<file path="config.mk">
export PLATFORM = sky130hd
export DESIGN_NAME = cwt_cell
export DESIGN_NICKNAME = d
export VERILOG_FILES = /design/src/hw/rtl/cwt_pkg.sv /design/src/hw/rtl/cwt_cell.sv
export SDC_FILE = /design/constraint.sdc
export NUM_CORES = 1
export LEC_CHECK = 0
export ABC_AREA = 1
export BUFFER_PORTS_ARGS = -buffer_cell sky130_fd_sc_hd__buf_2
export CAP_MARGIN = 20
export CORE_ASPECT_RATIO = 1.25
export CORE_MARGIN = 3
export CORE_UTILIZATION = 30
export CTS_BUF_LIST = sky130_fd_sc_hd__clkbuf_8
export CTS_CLUSTER_SIZE = 40
export DETAILED_ROUTE_END_ITERATION = 7
export GPL_TIMING_DRIVEN = 1
export MAX_ROUTING_LAYER = met4
export PLACE_DENSITY = 0.56
export SYNTH_ARGS = -nofsm -noshare
export SYNTH_HDL_FRONTEND = slang
export SYNTH_SLANG_ARGS = --single-unit
</file>
<file path="constraint.sdc">
create_clock -name clk -period 1.5 [get_ports clk]
set_clock_uncertainty 0.15 [all_clocks]
set_input_delay 0.075 -clock clk [delete_from_list [all_inputs] [get_ports clk]]
set_output_delay 0.075 -clock clk [all_outputs]
set_load 0.005 [all_outputs]
</file>
<file path="src/hw/rtl/cwt_pkg.sv">
package cwt_pkg;

	localparam int MAX_WINDOW = 15;
	localparam int MAX_COLS   = 1024;
	localparam int PIXEL_BITS = 16;
	localparam int MAX_CHUNKS = 4;
	localparam int MAX_HEIGHT = 4095;
	localparam int CHUNK_BITS = 63;

	localparam int LS_ROWS = (MAX_WINDOW > 1) ? MAX_WINDOW - 1 : 1;

	// fixed field and register widths
	localparam int ROW_BITS      = 12;
	localparam int COL_BITS      = 10;
	localparam int CIDX_BITS     = 2;
	localparam int WIDTH_BITS    = 11;
	localparam int HEIGHT_BITS   = 12;
	localparam int WSIZE_BITS    = 4;
	localparam int CCOUNT_BITS   = 3;
	localparam int CFG_DATA_BITS = 12;
	localparam int CFG_IDX_BITS  = 2;

	localparam int ADDR_BITS    = $clog2(MAX_COLS);
	localparam int WIN_BITS     = $clog2(MAX_WINDOW + 1);
	localparam int WIN_IDX_BITS = (MAX_WINDOW > 1) ? $clog2(MAX_WINDOW) : 1;
	localparam int SQ_BITS      = 2 * WIN_BITS;
	localparam int NCH_MAX      = (MAX_WINDOW * MAX_WINDOW + CHUNK_BITS - 1) / CHUNK_BITS;
	localparam int NCH_BITS     = $clog2(((NCH_MAX > MAX_CHUNKS) ? NCH_MAX : MAX_CHUNKS) + 1);
	localparam int KSEL_BITS    = (NCH_MAX > 1) ? $clog2(NCH_MAX) : 1;
	localparam int PACK_BITS    = NCH_MAX * CHUNK_BITS;

	typedef enum logic [CFG_IDX_BITS-1:0] {
		REG_WIDTH  = 2'd0,
		REG_HEIGHT = 2'd1,
		REG_WSIZE  = 2'd2,
		REG_CCOUNT = 2'd3
	} cfg_reg_t;

	typedef logic [PIXEL_BITS-1:0] pix_t;
	typedef logic [MAX_WINDOW-1:0][PIXEL_BITS-1:0] wcol_t;
	typedef logic [LS_ROWS-1:0][PIXEL_BITS-1:0] ls_word_t;
	// indexed [column][row]
	typedef logic [MAX_WINDOW-1:0][MAX_WINDOW-1:0] cmp_grid_t;
	typedef logic [NCH_MAX-1:0][CHUNK_BITS-1:0] chunk_set_t;

	typedef struct packed {
		logic [ROW_BITS-1:0] crow;
		logic [COL_BITS-1:0] ccol;
		logic [WIN_BITS-1:0] wsize;
		logic [NCH_BITS-1:0] nch;
	} item_t;

	// chunks a full window of side w fills
	function automatic logic [NCH_BITS-1:0] chunks_needed(input logic [WIN_BITS-1:0] w);
		logic [SQ_BITS-1:0] sq;
		logic [NCH_BITS-1:0] n;
		sq = SQ_BITS'(w) * SQ_BITS'(w);
		n = NCH_BITS'(1);
		for (int k = 1; k < NCH_MAX; k++) begin
			if (int'(sq) > k * CHUNK_BITS)
				n = NCH_BITS'(n + 1'b1);
		end
		return n;
	endfunction

endpackage

</file>
<file path="src/hw/rtl/cwt_cell.sv">
module cwt_cell import cwt_pkg::*; (
	input  logic                  clk,
	input  logic                  arst_n,
	input  logic                  shift,
	input  wcol_t                 col_in,
	input  pix_t                  centre,
	output wcol_t                 col_out,
	output logic [MAX_WINDOW-1:0] above
);

	wcol_t col_q;

	always_ff @(posedge clk or negedge arst_n) begin
		if (!arst_n) begin
			col_q <= '0;
		end else if (shift) begin
			col_q <= col_in;
		end
	end

	assign col_out = col_q;

	// bit set where the centre is below this pixel
	always_comb begin
		for (int i = 0; i < MAX_WINDOW; i++)
			above[i] = centre < col_q[i];
	end

endmodule

</file>
==> results.md <==
- Placed cell areas: 0.0198 sq mm
- Layout cells sized above 1: 0.389
- CTS Buf Count: 44
- Port bufs: 513
- Cell taking the most area after synthesis: dfrtp_1
- Main flop type after synthesis: dfrtp_1
- Vias in the first global route: 18,400
- Synth cell types: 17
- Final wirelength: 67.8 mm
- Drt drc: 0
- Critical Path Fanout Max: 2
- Nets@finish: 3,432
- Final worst path period share: 1.51
- Root Buffer: clkbuf_8
- Req. time, crit path: 1.27 ns
- Die width: 202 microns
- Area grow syn2layout: 91.5%
- Status: finished with violations
- Max Cap Viol: 0
- Min Tclk post-route: 2.27 ns
- Launch point of the worst reg-to-reg path: col_out[52]
- Tightest Hold Check Type: primary input to register
- PD cells: 820 mW/mm^2
- Crit. End Element: output port
- Hold Vio Cnt, Final: 0
- Hold path start: shift
- Post-synth top cells: 467 x nand2_1, 286 x inv_1, 240 x dfrtp_1, 225 x ha_1, 187 x o21ai_0
- Crit Path Category: register to output port
- Antenna-violating nets left: 0
- Mapped Area: 0.0143 sq mm
- Synth area leaders: dfrtp_1 42%, ha_1 20%, nand2_1 12%
- CTS tree: done
- Starting Density: 0.307
- Reg2Reg Depth: 3
- Clk buf depth: 3
- H-tree levels: 2
- Mean post-synth cell area: 8.27 sq um
- Cell Rows: 88
- Post-Syn Nets: 2,217
- Fmax: 440 MHz
- R2R setup slack: 0.07 ns
- CP Data Arrival Time: 2.05 ns
- Setup slack after layout: -0.772 ns
- GRT Total Usage: 0.260
- Placed Instances: 3,087
- DR iter-0 viols: 818
- Die Area: 0.0505 sq mm
- DR vias/cell: 4.72
- Clk sinks: 240
- Violated checks: setup timing
- First-pass GRT wire length: 99.9 mm
- Gr ovfl total: 0
- Post-synth top area share: 0.419
- Final instance area: 0.0275 sq mm
- Routability cong.: 0.850
- Hold endpoint: col_out[55]
- CORE AREA: 0.0467 sq mm
- Pin count of the biggest net entering global routing: 62
- # setup viols final: 28
- TNS Setup: -11.22 ns
- Slew Limit Fails: 0
- Via count: 17,100
- Clock latency on the worst-skew pair: 0.60 ns
- Core Util, Final: 0.588
- LEAKAGE: 13.8 nW
- Worst vdd ir: 0.651 mV
- DR pass1 iterations: 5
- Worst setup SP type: register
- Synthesis Warnings: 0
- Cell count after synthesis: 1,733
- Async S/R FF share, synth: 1.00
- Non-filler cells, final: 3,615
- Most frequent cell after synthesis: nand2_1
- Number of flops mapped to enable cells by yosys: 0
- Hpwl dp: 44.7 mm
- Largest register FFs: 240
- Clk pin slew, worst setup/hold paths: 0.07 ns
- Post-DR wirelength/cell: 18.7 microns
- Worst-Margin Slew: 0.445 ns
- Slew margin rel.: 0.704
- Yosys reg bits: 240
- Register area share after synthesis: 0.419
- Hold depth: 5
- Top Ports: 514
- RSZ-0062 raised after global routing: yes
- Die Ht: 250 microns
- Reg-to-Reg End: col_out[52]
- Antenna violations before repair: 5
==> how the worst max path moves through the flow <==
stage                  from        end  slack [ns]  depth (start not counted)
6_report        col_out[91]   above[5]       -0.77                          8
5_1_grt        col_out[188]  above[11]       -0.88                          8
4_1_cts        col_out[197]  above[12]       -0.84                          9
3_5_place_dp      centre[5]   above[4]       -0.36                          9
3_3_place_gp      centre[5]   above[6]       -0.38                          9
2_1_floorplan   col_out[69]   above[4]        0.11                          7
==> final cells by class <==
class | instances | area [sq um]
sequential | 240 | 6010
clock buffer | 58 | 798
inverter | 286 | 1070
multi-input combinational | 1155 | 8100
antenna | 5 | 12.5
tap | 630 | 788
fill | 3794 | 19200
clock inverter | 20 | 189
timing repair buffer | 1221 | 10500
==> power breakdown <==
group	switching, W	internal [W]
combinational	0.00360	0.00418
clock	0.00307	0.00414
sequential	0.000443	0.00707
==> what timing repair did <==
action                     CTS  global route
hold buffers               412             1
resized for setup          263           245
setup endpoints to repair  102            95
hold endpoints to repair   480             1
buffers inserted            51            61
pin swaps                   50            53
==> cells by family (layout without fill, tap and decap cells) <==
group,count (synthesis),count (layout),share of synthesized area
adder cells (fa/ha/maj),225,225,0.196
buffers and inverters,338,1585,0.0979
AND/OR/NAND/NOR,583,583,0.159
other,0,5,0
AO/OA/AOI/OAI,332,332,0.116
multiplexers,15,15,0.0118
flip-flops,240,240,0.419
==> metal layers <==
| metal | share of wire | track usage |
|---|---|---|
| met5 | 0 | - |
| met4 | 0.056 | 0.119 |
| met3 | 0.061 | 0.0474 |
| met2 | 0.52 | 0.473 |
| met1 | 0.36 | 0.272 |
==> through the flow <==
step	setup WS (ns)	hold slack [ns]	total power [W]
after floorplan	0.110	-0.371	0.00976
after global placement	-0.377	-0.165	0.0128
after detailed placement	-0.358	-0.166	0.0129
after CTS	-0.836	0.00258	0.0217
after global routing	-0.877	0.0329	0.0237
final	-0.772	0.0537	0.0225
==> layout by cell type (no fill, tap or decap), types with 7 or more instances in the layout <==
master,instances
a21oi_1,33
a21oi_2,57
buf_12,37
buf_2,398
buf_4,160
buf_6,221
clkbuf_8,58
clkinv_2,7
dfrtp_1,240
dlygate4sd3_1,403
ha_1,157
ha_4,68
inv_1,191
inv_2,104
mux2_2,14
nand2_1,458
nand2_2,9
nand3_1,12
nand4_1,15
nor2_1,55
nor3_1,16
nor3_2,14
o21ai_0,174
o21ai_1,68
==> critical path, cell delays in order, from the launching register on <==
cell	delay (ns)
dfrtp_1	0.39
inv_1	0.08
ha_1	0.29
nand2_1	0.08
o21ai_0	0.23
nand2_1	0.09
nand2_1	0.10
a21oi_2	0.03
buf_2	0.14
(Power assumes the default switching activity.)
